$ cat config.mk
export PLATFORM = sky130hd
export DESIGN_NAME = lz4bd_parser
export DESIGN_NICKNAME = d
export VERILOG_FILES = /design/src/hw/rtl/lz4bd_pkg.sv /design/src/hw/rtl/lz4bd_parser.sv
export SDC_FILE = /design/constraint.sdc
export NUM_CORES = 1
export LEC_CHECK = 0
export BUFFER_PORTS_ARGS = -buffer_cell sky130_fd_sc_hd__buf_2
export CAP_MARGIN = 20
export CORE_MARGIN = 2
export CORE_UTILIZATION = 35
export DETAILED_ROUTE_END_ITERATION = 16
export MAX_ROUTING_LAYER = met4
export PLACE_DENSITY = 0.53
export SLEW_MARGIN = 10
export SYNTH_ARGS = -nofsm -noshare
export SYNTH_HDL_FRONTEND = slang
export SYNTH_SLANG_ARGS = --single-unit
$ cat constraint.sdc
create_clock -name clock -period 5.5 [get_ports clock]
set_input_delay 1.1 -clock clock [delete_from_list [all_inputs] [get_ports clock]]
set_output_delay 1.1 -clock clock [all_outputs]
set_load 0.01 [all_outputs]
$ cat src/hw/rtl/lz4bd_pkg.sv
`default_nettype none

package lz4bd_pkg;

   // History window and length counter sizing
   localparam int WINDOW_BYTES = 65536;
   localparam int LENGTH_BITS  = 32;
   localparam int ADDR_BITS    = $clog2(WINDOW_BYTES);
   localparam int COUNT_BITS   = $clog2(WINDOW_BYTES + 1);
   localparam int IDX_BITS     = ADDR_BITS + 2;
   localparam int OFFSET_BITS  = 16;

   localparam logic [LENGTH_BITS-1:0] LEN_MAX = {LENGTH_BITS{1'b1}};

   // Format constants
   localparam logic [7:0] EXT_CONTINUE = 8'hFF;
   localparam logic [3:0] NIBBLE_EXT   = 4'hF;
   localparam logic [3:0] NIBBLE_MASK  = 4'h0F;
   localparam int         MATCH_MIN    = 4;

   typedef enum logic [1:0] {
      ST_OK         = 2'd0,
      ST_BAD_OFFSET = 2'd1,
      ST_TRUNCATED  = 2'd2
   } status_type;

   typedef enum logic [6:0] {
      PH_TOKEN    = 7'b0000001,
      PH_LITEXT   = 7'b0000010,
      PH_LITERAL  = 7'b0000100,
      PH_OFFLO    = 7'b0001000,
      PH_OFFHI    = 7'b0010000,
      PH_MATCHEXT = 7'b0100000,
      PH_COPY     = 7'b1000000
   } phase_type;

   // Outcome of one beat, handed from the parser to the output stage
   typedef struct packed {
      logic                 taken;
      logic                 out_valid;
      logic                 out_last;
      status_type           status;
      logic                 from_hist;
      logic [7:0]           lit_byte;
      logic [ADDR_BITS-1:0] wr_addr;
   } step_type;

   // Saturating length add
   function automatic logic [LENGTH_BITS-1:0] sat_add(input logic [LENGTH_BITS-1:0] a,
                                                      input logic [7:0] b);
      logic [LENGTH_BITS:0] s;
      s = {1'b0, a} + (LENGTH_BITS + 1)'(b);
      return s[LENGTH_BITS] ? LEN_MAX : s[LENGTH_BITS-1:0];
   endfunction

endpackage

`default_nettype wire

$ cat src/hw/rtl/lz4bd_parser.sv
`default_nettype none

module lz4bd_parser
   import lz4bd_pkg::*;
(
   input  wire logic                 clock,
   input  wire logic                 reset,
   input  wire logic                 step,
   input  wire logic                 in_valid,
   input  wire logic [7:0]           in_byte,
   input  wire logic                 in_last,
   output step_type                  result,
   output logic      [ADDR_BITS-1:0] rd_addr
);

   phase_type               phase_ff, phase_in;
   logic [LENGTH_BITS-1:0]  lit_rem_ff, lit_rem_in;
   logic [LENGTH_BITS-1:0]  match_rem_ff, match_rem_in;
   logic [3:0]              nibble_ff, nibble_in;
   logic [OFFSET_BITS-1:0]  dist_ff, dist_in;
   logic                    end_after_ff, end_after_in;
   logic [ADDR_BITS-1:0]    wp_ff, wp_in;
   logic [COUNT_BITS-1:0]   produced_ff, produced_in;

   logic [ADDR_BITS-1:0]    wp_adv;
   logic [COUNT_BITS-1:0]   produced_adv;
   logic [IDX_BITS-1:0]     idx_full;
   logic [OFFSET_BITS-1:0]  dist_hi;
   logic                    bad_offset;
   logic [LENGTH_BITS-1:0]  match_base;
   logic [LENGTH_BITS-1:0]  lit_dec;
   logic [LENGTH_BITS-1:0]  match_dec;
   logic [3:0]              lit_nibble;
   logic                    end_blk;

   // Advance write pointer and produced count for one history byte
   assign wp_adv = (wp_ff == ADDR_BITS'(WINDOW_BYTES - 1)) ? '0 : wp_ff + 1'b1;
   assign produced_adv = (produced_ff < COUNT_BITS'(WINDOW_BYTES)) ?
                         produced_ff + 1'b1 : produced_ff;

   // Copy source: write pointer minus distance, modulo the window
   assign idx_full = IDX_BITS'(wp_ff)
                   + ((IDX_BITS'(wp_ff) >= IDX_BITS'(dist_ff)) ? '0 : IDX_BITS'(WINDOW_BYTES))
                   - IDX_BITS'(dist_ff);
   assign rd_addr = idx_full[ADDR_BITS-1:0];

   // Offset checks use the distance after this beat's high byte
   assign dist_hi = {in_byte, dist_ff[7:0]};
   assign match_base = LENGTH_BITS'(nibble_ff) + LENGTH_BITS'(MATCH_MIN);
   assign lit_dec = (lit_rem_ff != '0) ? lit_rem_ff - 1'b1 : lit_rem_ff;
   assign match_dec = match_rem_ff - 1'b1;
   assign lit_nibble = in_byte[7:4];

   // Next state and beat outcome
   always_comb begin
      phase_in     = phase_ff;
      lit_rem_in   = lit_rem_ff;
      match_rem_in = match_rem_ff;
      nibble_in    = nibble_ff;
      dist_in      = dist_ff;
      end_after_in = end_after_ff;
      wp_in        = wp_ff;
      produced_in  = produced_ff;
      end_blk      = 1'b0;
      bad_offset   = 1'b0;
      result           = '0;
      result.status    = ST_OK;
      result.wr_addr   = wp_ff;
      result.lit_byte  = in_byte;

      if (phase_ff == PH_COPY) begin
         if (match_rem_ff == '0) begin
            phase_in = PH_TOKEN;
         end else begin
            result.out_valid = 1'b1;
            result.from_hist = 1'b1;
            wp_in        = wp_adv;
            produced_in  = produced_adv;
            match_rem_in = match_dec;
            if (match_dec == '0) begin
               if (end_after_ff) begin
                  result.out_last = 1'b1;
                  end_blk = 1'b1;
               end else begin
                  phase_in = PH_TOKEN;
               end
            end
         end
      end else if (in_valid) begin
         result.taken = 1'b1;
         case (phase_ff)
            PH_LITEXT: begin
               lit_rem_in = sat_add(lit_rem_ff, in_byte);
               if (in_byte != EXT_CONTINUE) begin
                  phase_in = PH_LITERAL;
               end
               if (in_last) begin
                  result.status = ST_TRUNCATED;
                  end_blk = 1'b1;
               end
            end
            PH_LITERAL: begin
               result.out_valid = 1'b1;
               wp_in       = wp_adv;
               produced_in = produced_adv;
               lit_rem_in  = lit_dec;
               if (lit_dec == '0) begin
                  phase_in = PH_OFFLO;
                  if (in_last) begin
                     result.out_last = 1'b1;
                     end_blk = 1'b1;
                  end
               end else if (in_last) begin
                  result.out_last = 1'b1;
                  result.status   = ST_TRUNCATED;
                  end_blk = 1'b1;
               end
            end
            PH_OFFLO: begin
               dist_in  = OFFSET_BITS'(in_byte);
               phase_in = PH_OFFHI;
               if (in_last) begin
                  result.status = ST_TRUNCATED;
                  end_blk = 1'b1;
               end
            end
            PH_OFFHI: begin
               dist_in      = dist_hi;
               match_rem_in = match_base;
               if (nibble_ff == NIBBLE_EXT) begin
                  phase_in = PH_MATCHEXT;
                  if (in_last) begin
                     result.status = ST_TRUNCATED;
                     end_blk = 1'b1;
                  end
               end else begin
                  bad_offset = (dist_hi == '0) ||
                               (32'(dist_hi) > 32'(produced_ff));
                  if (bad_offset) begin
                     result.status = ST_BAD_OFFSET;
                     match_rem_in  = '0;
                     phase_in      = PH_TOKEN;
                     end_blk       = in_last;
                  end else begin
                     phase_in     = PH_COPY;
                     end_after_in = in_last;
                  end
               end
            end
            PH_MATCHEXT: begin
               match_rem_in = sat_add(match_rem_ff, in_byte);
               if (in_byte == EXT_CONTINUE) begin
                  if (in_last) begin
                     result.status = ST_TRUNCATED;
                     end_blk = 1'b1;
                  end
               end else begin
                  bad_offset = (dist_ff == '0) ||
                               (32'(dist_ff) > 32'(produced_ff));
                  if (bad_offset) begin
                     result.status = ST_BAD_OFFSET;
                     match_rem_in  = '0;
                     phase_in      = PH_TOKEN;
                     end_blk       = in_last;
                  end else begin
                     phase_in     = PH_COPY;
                     end_after_in = in_last;
                  end
               end
            end
            default: begin
               // Token: high nibble literal count, low nibble match count minus four
               nibble_in  = in_byte[3:0] & NIBBLE_MASK;
               lit_rem_in = LENGTH_BITS'(lit_nibble);
               if (lit_nibble == NIBBLE_EXT) begin
                  phase_in = PH_LITEXT;
               end else if (lit_nibble != 4'd0) begin
                  phase_in = PH_LITERAL;
               end else begin
                  phase_in = PH_OFFLO;
               end
               if (in_last) begin
                  if (lit_nibble != 4'd0) begin
                     result.status = ST_TRUNCATED;
                  end
                  end_blk = 1'b1;
               end
            end
         endcase
      end

      // Drop all sequence state at block end; history contents stay
      if (end_blk) begin
         phase_in     = PH_TOKEN;
         lit_rem_in   = '0;
         match_rem_in = '0;
         nibble_in    = '0;
         dist_in      = '0;
         end_after_in = 1'b0;
         wp_in        = '0;
         produced_in  = '0;
      end
   end

   // Hold state between beats
   always_ff @(posedge clock) begin
      if (reset) begin
         phase_ff     <= PH_TOKEN;
         lit_rem_ff   <= '0;
         match_rem_ff <= '0;
         nibble_ff    <= '0;
         dist_ff      <= '0;
         end_after_ff <= 1'b0;
         wp_ff        <= '0;
         produced_ff  <= '0;
      end else if (step) begin
         phase_ff     <= phase_in;
         lit_rem_ff   <= lit_rem_in;
         match_rem_ff <= match_rem_in;
         nibble_ff    <= nibble_in;
         dist_ff      <= dist_in;
         end_after_ff <= end_after_in;
         wp_ff        <= wp_in;
         produced_ff  <= produced_in;
      end
   end

endmodule

`default_nettype wire

**Word-level counts from Yosys, hierarchy flattened**

Cells that the tools add are included.

- Reduce and logical (&&, ||, !) cells: 27
- Order comparisons: 3
- $add $sub $neg: 9
- Equal/unequal tests: 25
- Multiplexer cells: 89

Operators with widths:

| operator | number |
|---|---|
| 32-bit two-way mux | 12 |
| 16-bit two-way mux | 9 |
| 17-bit two-way mux | 6 |
| 32-bit logical NOT | 3 |
| 32-bit one-hot mux with 3 select lines | 1 |
| 7-bit two-way mux | 12 |
| 32-bit by 8-bit adder with 33-bit output | 2 |
| 32-bit one-hot mux with 2 select lines | 1 |
| 32-bit by 1-bit subtractor with 32-bit output (second input constant) | 2 |
| 7-bit one-hot mux with 5 select lines | 1 |
| 16-bit by 17-bit greater-than comparator with 1-bit output | 2 |
| 16-bit logical NOT | 2 |
| 16-bit one-hot mux with 2 select lines | 1 |
| 32-bit nonzero test | 1 |
| 4-bit two-way mux | 6 |
| 1-bit two-way mux | 23 |
| 2-bit two-way mux | 10 |
| 4-bit AND reduction | 5 |
| 17-bit by 1-bit adder with 17-bit output (second input constant) | 1 |
| 17-bit less-than comparator (second input constant) | 1 |
| 16-bit by 1-bit adder with 16-bit output (second input constant) | 1 |
| 16-bit adder (second input constant) | 1 |
| 16-bit equality test (second input constant) | 1 |
| 16-bit subtractor | 1 |
| other kinds (30) | 48 |

- Bits in registers: 125
- Word-level logic and storage cells: 162
- Output and inout port bits: 46
- Input bits: 13

**Longest topological paths before layout**

Gate-level depths: netlist (run 1).

- Word-level depth: 9
- Depth in mapped cells: 18
- Mapped depth without buffers: 12

**Worst setup path before layout (run 1)**

OpenSTA, ideal clock, no wires.

- Kind: reg2out
- From: register match_rem_ff[1]
- To: output result[27] (netlist bit)
- Path slack: 0.761 ns
- Path buffers: 5
- Arrival: 3.639 ns
- Stages on the path, launching flop included: 15
- Required time: 4.400 ns
- Path through: dfxtp_1 > clkbuf_1 > inv_1 > ha_1 > buf_2 > or4b_1 > clkbuf_1 > or3_1 > buf_2 > or3_1 > xnor2_1 > or4_1 > or3_4 > buf_6 > o21ai_0

RTL lines:

| item | line | RTL |
|---|---|---|
| start: declaration | lz4bd_parser.sv:18 | `logic [LENGTH_BITS-1:0] match_rem_ff, match_rem_in;` |
| start signal: assignment | lz4bd_parser.sv:219 | `match_rem_ff <= match_rem_in;` |
| end: declaration | lz4bd_parser.sv:12 | `output step_type result,` |

==> metrics.txt, run 1 <==
status finished clean; Worst EP arrival 4.23 ns; flops & latches, synth 125; CP Max Fanout 10; met3 Usage GRT 0.03717; dominant synthesized flop cell dfxtp_1; number of port buffers 58; Row Count 66; Pins Over Slew Limit 0; worst r2r path cells 12; most frequent CP cell or3_4; Post-CTS Hold Fix Bufs 0; sequential share of the synthesized area 0.2158; Synth Warn # 0; min Tclk post-route 5.332 ns; Final Skew 0.01196 ns; max_cap viols 0; DR WL/cell 20.96 um; placed cell area 12270 sq um; RSZ-0062 raised after global routing no; vias 12850; hold depth 2; 1st-pass router iterations 6; GR peak layer met2; WS Path Type flop to primary output; Critical Path RT 4.40 ns; clk sinks 125; Initial Util 0.3555; worst stage delay on the critical path 0.61 ns; Fmax 187.5 MHz; ranking of synthesized cells by area dfxtp_1 22%, ha_1 6.7%, a21oi_1 5.7%, nand2_1 4.7%, nand3_1 3.8%; Ports 59; CP max stage cell or4b_1; Power Density 185.0 nW/um^2; clock latency on the worst-skew pair 0.44 ns; fin area 12850 sq um; Root Driver clkbuf_16; DP HPWL 31570 um; drt total wl 43320 um; Synth area leader dfxtp_1; CP Capture Type primary output; die area 34610 sq um; post_cts resized 0; DR vias/cell 6.218; worst reg2reg setup slack 0.80 ns; post-route ant nets 0; placer congestion estimate 0.9453; first-pass GRT wire length 68530 um; Hold Fails Final Rpt 0; setup bufs post-CTS 0; Die Y 186.0 um; Post-Syn Instances 1613; largest net degree at the start of global routing 39; share of layout cells above drive strength 1 0.1078; Chip Width 186.0 um; Final Setup Violations 0; P&R area growth vs syn 10.78%; Global Route met2 Usage 0.4116; max_slew headroom 0.3654; Period Utilization, post-route 0.9695; initial DRC count 1158; Global Route Usage Sum 0.2606; top cell type's share of synthesized area 0.2158; TNS Setup 0 ns; antenna violations before repair 1; Async S/R FF share, synth 0; Hold Crit Class flop to flop; EDFF count, synth 0; CTS tree done; mapped cell area 11600 sq um; Synth Area per Inst 7.190 sq um; vias in the first global route 11960; DRC viols 0; total grt overflow 0; Layout Nets 1689; cts bufs inserted 17; peak supply drop 0.1496 mV; CTS Buffer Depth 2; Mapped Nets 1691; met1 Resource Use GR 0.3378; worst path cell trace inv_1, ha_1, or4b_1, or3_4, or3_1, xnor2_1, or4_1, or3_4, o21ai_0, buf_2; Core Region 32620 sq um; H-tree levels 4; Worst Tran Pin Value 0.9455 ns; startpoint types flop; Clk pin slew, worst setup/hold paths 0.07 ns; Leak 4.862 nW; Synth cell types 89
-- registers in the layout, indices dropped and copies added, names as in the netlist --
signal and cells:
lit_rem_ff 32, match_rem_ff 32, produced_ff 17, dist_ff 16, wp_ff 16, phase_ff 7, nibble_ff 4, end_after_ff 1
-- cell type report --
cell class              instances  area (sq um)
diodes                          1         2.502
inverters                      70         262.8
repair buffers                103         628.1
fillers                      3423         19770
well taps                     442         553.0
clock buffers                  17         425.4
flip-flops and latches        125          2502
multi-input cells            1294          8337
clock inverters                15         136.4
-- Yosys cell counts (all sizes together), types with 6 or more instances --
cell and instances:
and2 7, a21o 13, a311oi 7, o211ai 17, o31ai 14, a21oi 137
nand4b 8, a211oi 16, a22o 22, nand2 144, dfxtp 125, ha 62
nor2b 11, nor3b 6, o32ai 10, inv 70, o21ai 94, clkbuf 88
xor2 20, o2111ai 8, or4 16, o22ai 15, o21bai 6, nor4 36
mux2i 22, o21a 7, a21boi 10, a31oi 28, xnor2 42, or3 27
or2 7, buf 36, nor3 69, nand4 43, and4 11, nand2b 12
o2bb2ai 8, a211o 7, nand3 91, nand3b 7, and3 41, nor2 114
-- per-stage QoR --
stage                       util  setup slack, ns  total power [mW]  instances  hold slack, ns
after floorplan                -           0.7606             1.154       1613          0.4347
after global placement    0.3759           0.6812             1.268       2032          0.4446
after detailed placement  0.3762           0.6138             1.268       2033          0.4556
after CTS                 0.3934           0.1135             2.383       2065          0.4649
after global routing      0.3939          0.06891             2.452       2067          0.4853
final                     0.3939           0.1676             2.376       2067          0.4603
-- kinds of logic (layout without fill, tap and decap cells) --
| kind of cell | count (synthesis) | after routing | synth area share |
|---|---|---|---|
| other | 0 | 1 | 0 |
| and+or+nand+nor | 666 | 666 | 0.3041 |
| DFF | 125 | 125 | 0.2158 |
| xor gates and xnor gates | 62 | 62 | 0.04682 |
| adders and majority gates | 65 | 65 | 0.07207 |
| muxes | 26 | 26 | 0.02287 |
| AOI/OAI and AO/OA | 475 | 475 | 0.2704 |
| buffers and inverters | 194 | 205 | 0.06797 |
-- path summary, 6_finish.rpt --
path | start | to
max | match_rem_ff[1]$_SDFFE_PP0P_ | result[27]
min | produced_ff[11]$_SDFFE_PP0P_ | produced_ff[11]$_SDFFE_PP0P_
max reg2reg | match_rem_ff[1]$_SDFFE_PP0P_ | match_rem_ff[21]$_SDFFE_PP0P_
min reg2reg | produced_ff[11]$_SDFFE_PP0P_ | produced_ff[11]$_SDFFE_PP0P_
-- cells in the final DEF, fill, tap and decap left out, drive strengths merged, types with 8 or more instances in the layout --
master,netlist,routed
nand2b,12,12
xor2,20,20
inv,70,75
o2bb2ai,8,8
xnor2,42,42
nor3,69,69
and3,41,41
o211ai,17,17
mux2i,22,22
and4,11,11
a21o,13,13
a21oi,137,137
o21ai,94,94
a22o,22,22
nand4b,8,8
nor2,114,114
o31ai,14,14
a211oi,16,16
o2111ai,8,8
nor2b,11,11
o32ai,10,10
o22ai,15,15
nand3,91,91
or4,16,16
nor4,36,36
nand4,43,43
dfxtp,125,125
buf,36,103
a31oi,28,28
a21boi,10,10
ha,62,62
or3,27,27
nand2,144,144
clkbuf,88,17
-- report_power, final --
group / switching, mW / total, mW / internal (mW)
clock network: 0.494 / 1.12 / 0.626
registers: 0.00927 / 0.920 / 0.911
logic: 0.225 / 0.337 / 0.111
total: 0.728 / 2.38 / 1.65
-- routing by layer --
| metal | share of wire | vias to the layer above | wire length [um] |
|---|---|---|---|
| li1 | - | 6068 | - |
| met5 | 0 | - | 0 |
| met2 | 0.45 | 552 | 19680 |
| met3 | 0.067 | 105 | 2887 |
| met4 | 0.034 | 0 | 1474 |
| met1 | 0.44 | 6128 | 19270 |
-- critical path, delay by kind of cell, from the launching register on --
| family | cells | cell delay [ns] |
|---|---|---|
| adders and majority gates | 1 | 0.19 |
| DFF | 1 | 0.40 |
| and+or+nand+nor | 5 | 2.49 |
| buffers and inverters | 2 | 0.37 |
| AOI/OAI and AO/OA | 1 | 0.19 |
| xor gates and xnor gates | 1 | 0.13 |
No activity file was read; power rests on OpenSTA's default activity.
==> run 2: changes to the inputs <==
- ABC_AREA: unset -> 1
- CTS_BUF_LIST: unset -> sky130_fd_sc_hd__clkbuf_2 sky130_fd_sc_hd__clkbuf_4 sky130_fd_sc_hd__clkbuf_8
==> run 2 against run 1 <==
Effect of this change: worst setup slack improved by 0.74 ns; total power grew 16%; sequential power grew 5.0%; clock skew increased by 0.0034 ns; fmax up 16%; global-route usage increased by 0.15 points; hold slack better by 0.018 ns; synthesized area is 12% higher; first-iteration DRC count rose by 13%; clock-buffer cell count rose by 3; register-to-register slack better by 0.77 ns; largest cell class unchanged; highest routed layer unchanged.
==> metrics.txt, run 2 <==
Chip Width 196.5 um; mapped cell area 12970 sq um; ranking of synthesized cells by area nand2_1 20%, dfxtp_1 19%, nor2_1 9.1%, nand3_1 6.9%, inv_1 6.4%; DR vias/cell 5.399; Global Route Usage Sum 0.2622; Pins Over Slew Limit 0; WS Path Type flop to primary output; max_cap viols 0; Worst R2R End lit_rem_ff[20]$_SDFFE_PP0P_; CP Capture Type primary output; Critical Path RT 4.40 ns; top cell type's share of synthesized area 0.1953; P&R area growth vs syn 6.983%; placed cell area 13470 sq um; antenna violations before repair 0; die area 38620 sq um; fin area 13880 sq um; initial DRC count 1313; Worst Tran Pin Value 1.074 ns; EDFF count, synth 0; Period Utilization, post-route 0.8345; Worst Hold Launch nibble_ff[3]$_SDFFE_PP0P_; largest net degree at the start of global routing 48; dominant synthesized flop cell dfxtp_1; Fmax 217.9 MHz; met2 wire len 22130 um; Mapped Nets 2356; number of port buffers 58; Synth Area per Inst 5.695 sq um; hold path endpoint nibble_ff[3]$_SDFFE_PP0P_; clk sinks 125; Hold Fails Final Rpt 0; Final Setup Violations 0; Hold Crit Class flop to flop; highest routed layer met4; CP Max Fanout 10; crit path launch lit_rem_ff[0]$_SDFFE_PP0P_; cts bufs inserted 17; status finished clean; share of layout cells above drive strength 1 0.07212; fillers 4135; leading cell type in the layout, fill and taps excluded nand2_1; Metal-1 WL 22960 um; commonest non-fill, non-tap cells in the layout 675 x nand2_1, 312 x nor2_1, 220 x inv_1; peak supply drop 0.1374 mV; min Tclk post-route 4.590 ns; drt total wl 49190 um; Synth cell types 45; sequential share of the synthesized area 0.1929; 1st-pass router iterations 6; Layout Nets 2354; WL met3 2866 um; Synth area leader nand2_1; Post-CTS Hold Fix Bufs 0; Synth Warn # 0; vias in the first global route 13630; clock latency on the worst-skew pair 0.50 ns; Post-Syn Instances 2278; flops & latches, synth 125; TNS Setup 0 ns; CTS Buffer Depth 2; worst r2r path cells 17; H-tree levels 4; Core Region 36520 sq um; Power Density 197.9 nW/um^2; Leak 6.436 nW; hold depth 2; first-pass GRT wire length 77020 um; worst reg2reg setup slack 1.57 ns; ant diodes 0; Root Driver clkbuf_8; Largest regs lit_rem_ff x32, match_rem_ff x32, produced_ff x17; Worst R2R Start match_rem_ff[0]$_SDFFE_PP0P_; total grt overflow 0; placer congestion estimate 0.9732; count leader, synth nand2_1; vias 14880; setup bufs post-CTS 0; post_cts resized 0; Clk pin slew, worst setup/hold paths 0.08 ns; Row Count 70; Worst EP arrival 3.49 ns; Initial Util 0.3552; Post-synth top cells 675 x nand2_1, 313 x nor2_1, 220 x inv_1; Async S/R FF share, synth 0; DR WL/cell 17.85 um; DRC viols 0; RSZ-0062 raised after global routing no; Ports 59; startpoint types flop; max_slew headroom 0.2843; CTS tree done; Die Y 196.5 um; post-route ant nets 0; Final Skew 0.01532 ns; DP HPWL 37720 um
==> run 2: cell type report <==
cell class	instances	area, sq um	share of cell area
flip-flops and latches	125	2502	0.1803
repair buffers	74	410.4	0.02957
clock inverters	11	142.6	0.01028
multi-input cells	1830	9112	0.6566
well taps	468	585.6	0.04219
clock buffers	20	269.0	0.01938
inverters	228	855.8	0.06167
==> run 2: worst max-delay path by stage <==
stage / endpoint / slack (ns) / depth (start not counted)
6_report: result[26] / 0.91 / 15
5_1_grt: rd_addr[12] / 0.66 / 13
3_3_place_gp: lit_rem_ff[20]$_SDFFE_PP0P_ / 0.92 / 14
2_1_floorplan: rd_addr[12] / 1.86 / 12
4_1_cts: rd_addr[12] / 0.99 / 13
3_5_place_dp: lit_rem_ff[20]$_SDFFE_PP0P_ / 0.81 / 14
==> run 2: logic make-up (layout without fill, tap and decap cells) <==
kind of cell | Yosys count | in the layout | synth area share
DFF | 125 | 125 | 0.1929
buffers and inverters | 323 | 333 | 0.1058
adders and majority gates | 65 | 65 | 0.06443
xor gates and xnor gates | 73 | 73 | 0.04929
and+or+nand+nor | 1362 | 1362 | 0.4528
AOI/OAI and AO/OA | 330 | 330 | 0.1347
==> run 2: where the power goes <==
part	internal (mW)	total, mW	switching, mW
combinational	0.274	0.884	0.610
clock	0.472	0.897	0.426
sequential	0.928	0.966	0.0378
==> run 2: worst max-delay path, cell delays in order, from the launching register on <==
cell and delay, ns:
dfxtp_1 0.38, inv_1 0.22, ha_1 0.18, inv_1 0.05, nor3_1 0.45, nand2_1 0.13, nor2_2 0.45, nor2_1 0.09
nor2_1 0.15, nor2_1 0.07, nand3_1 0.08, nor2_1 0.08, nand2_1 0.07, nand2_1 0.08, a31oi_1 0.30, buf_2 0.20
==> run 2: through the flow <==
stage / worst slack [ns] / instances / util / total power, mW / hold WS, ns
2_1_floorplan: 1.863 / 2278 / - / 1.602 / 0.4482
3_3_place_gp: 0.9180 / 2725 / 0.3687 / 1.855 / 0.4655
3_5_place_dp: 0.8106 / 2725 / 0.3687 / 1.857 / 0.4678
4_1_cts: 0.9874 / 2756 / 0.3800 / 2.762 / 0.4794
5_1_grt: 0.6612 / 2756 / 0.3800 / 2.911 / 0.4923
6_report: 0.9101 / 2756 / 0.3800 / 2.747 / 0.4787
==> run 2: layer usage <==
layer | vias to the layer above | track usage
met5 | - | -
met4 | 0 | 0.08389
met3 | 70 | 0.03611
met2 | 486 | 0.4145
met1 | 6893 | 0.3459
li1 | 7432 | -
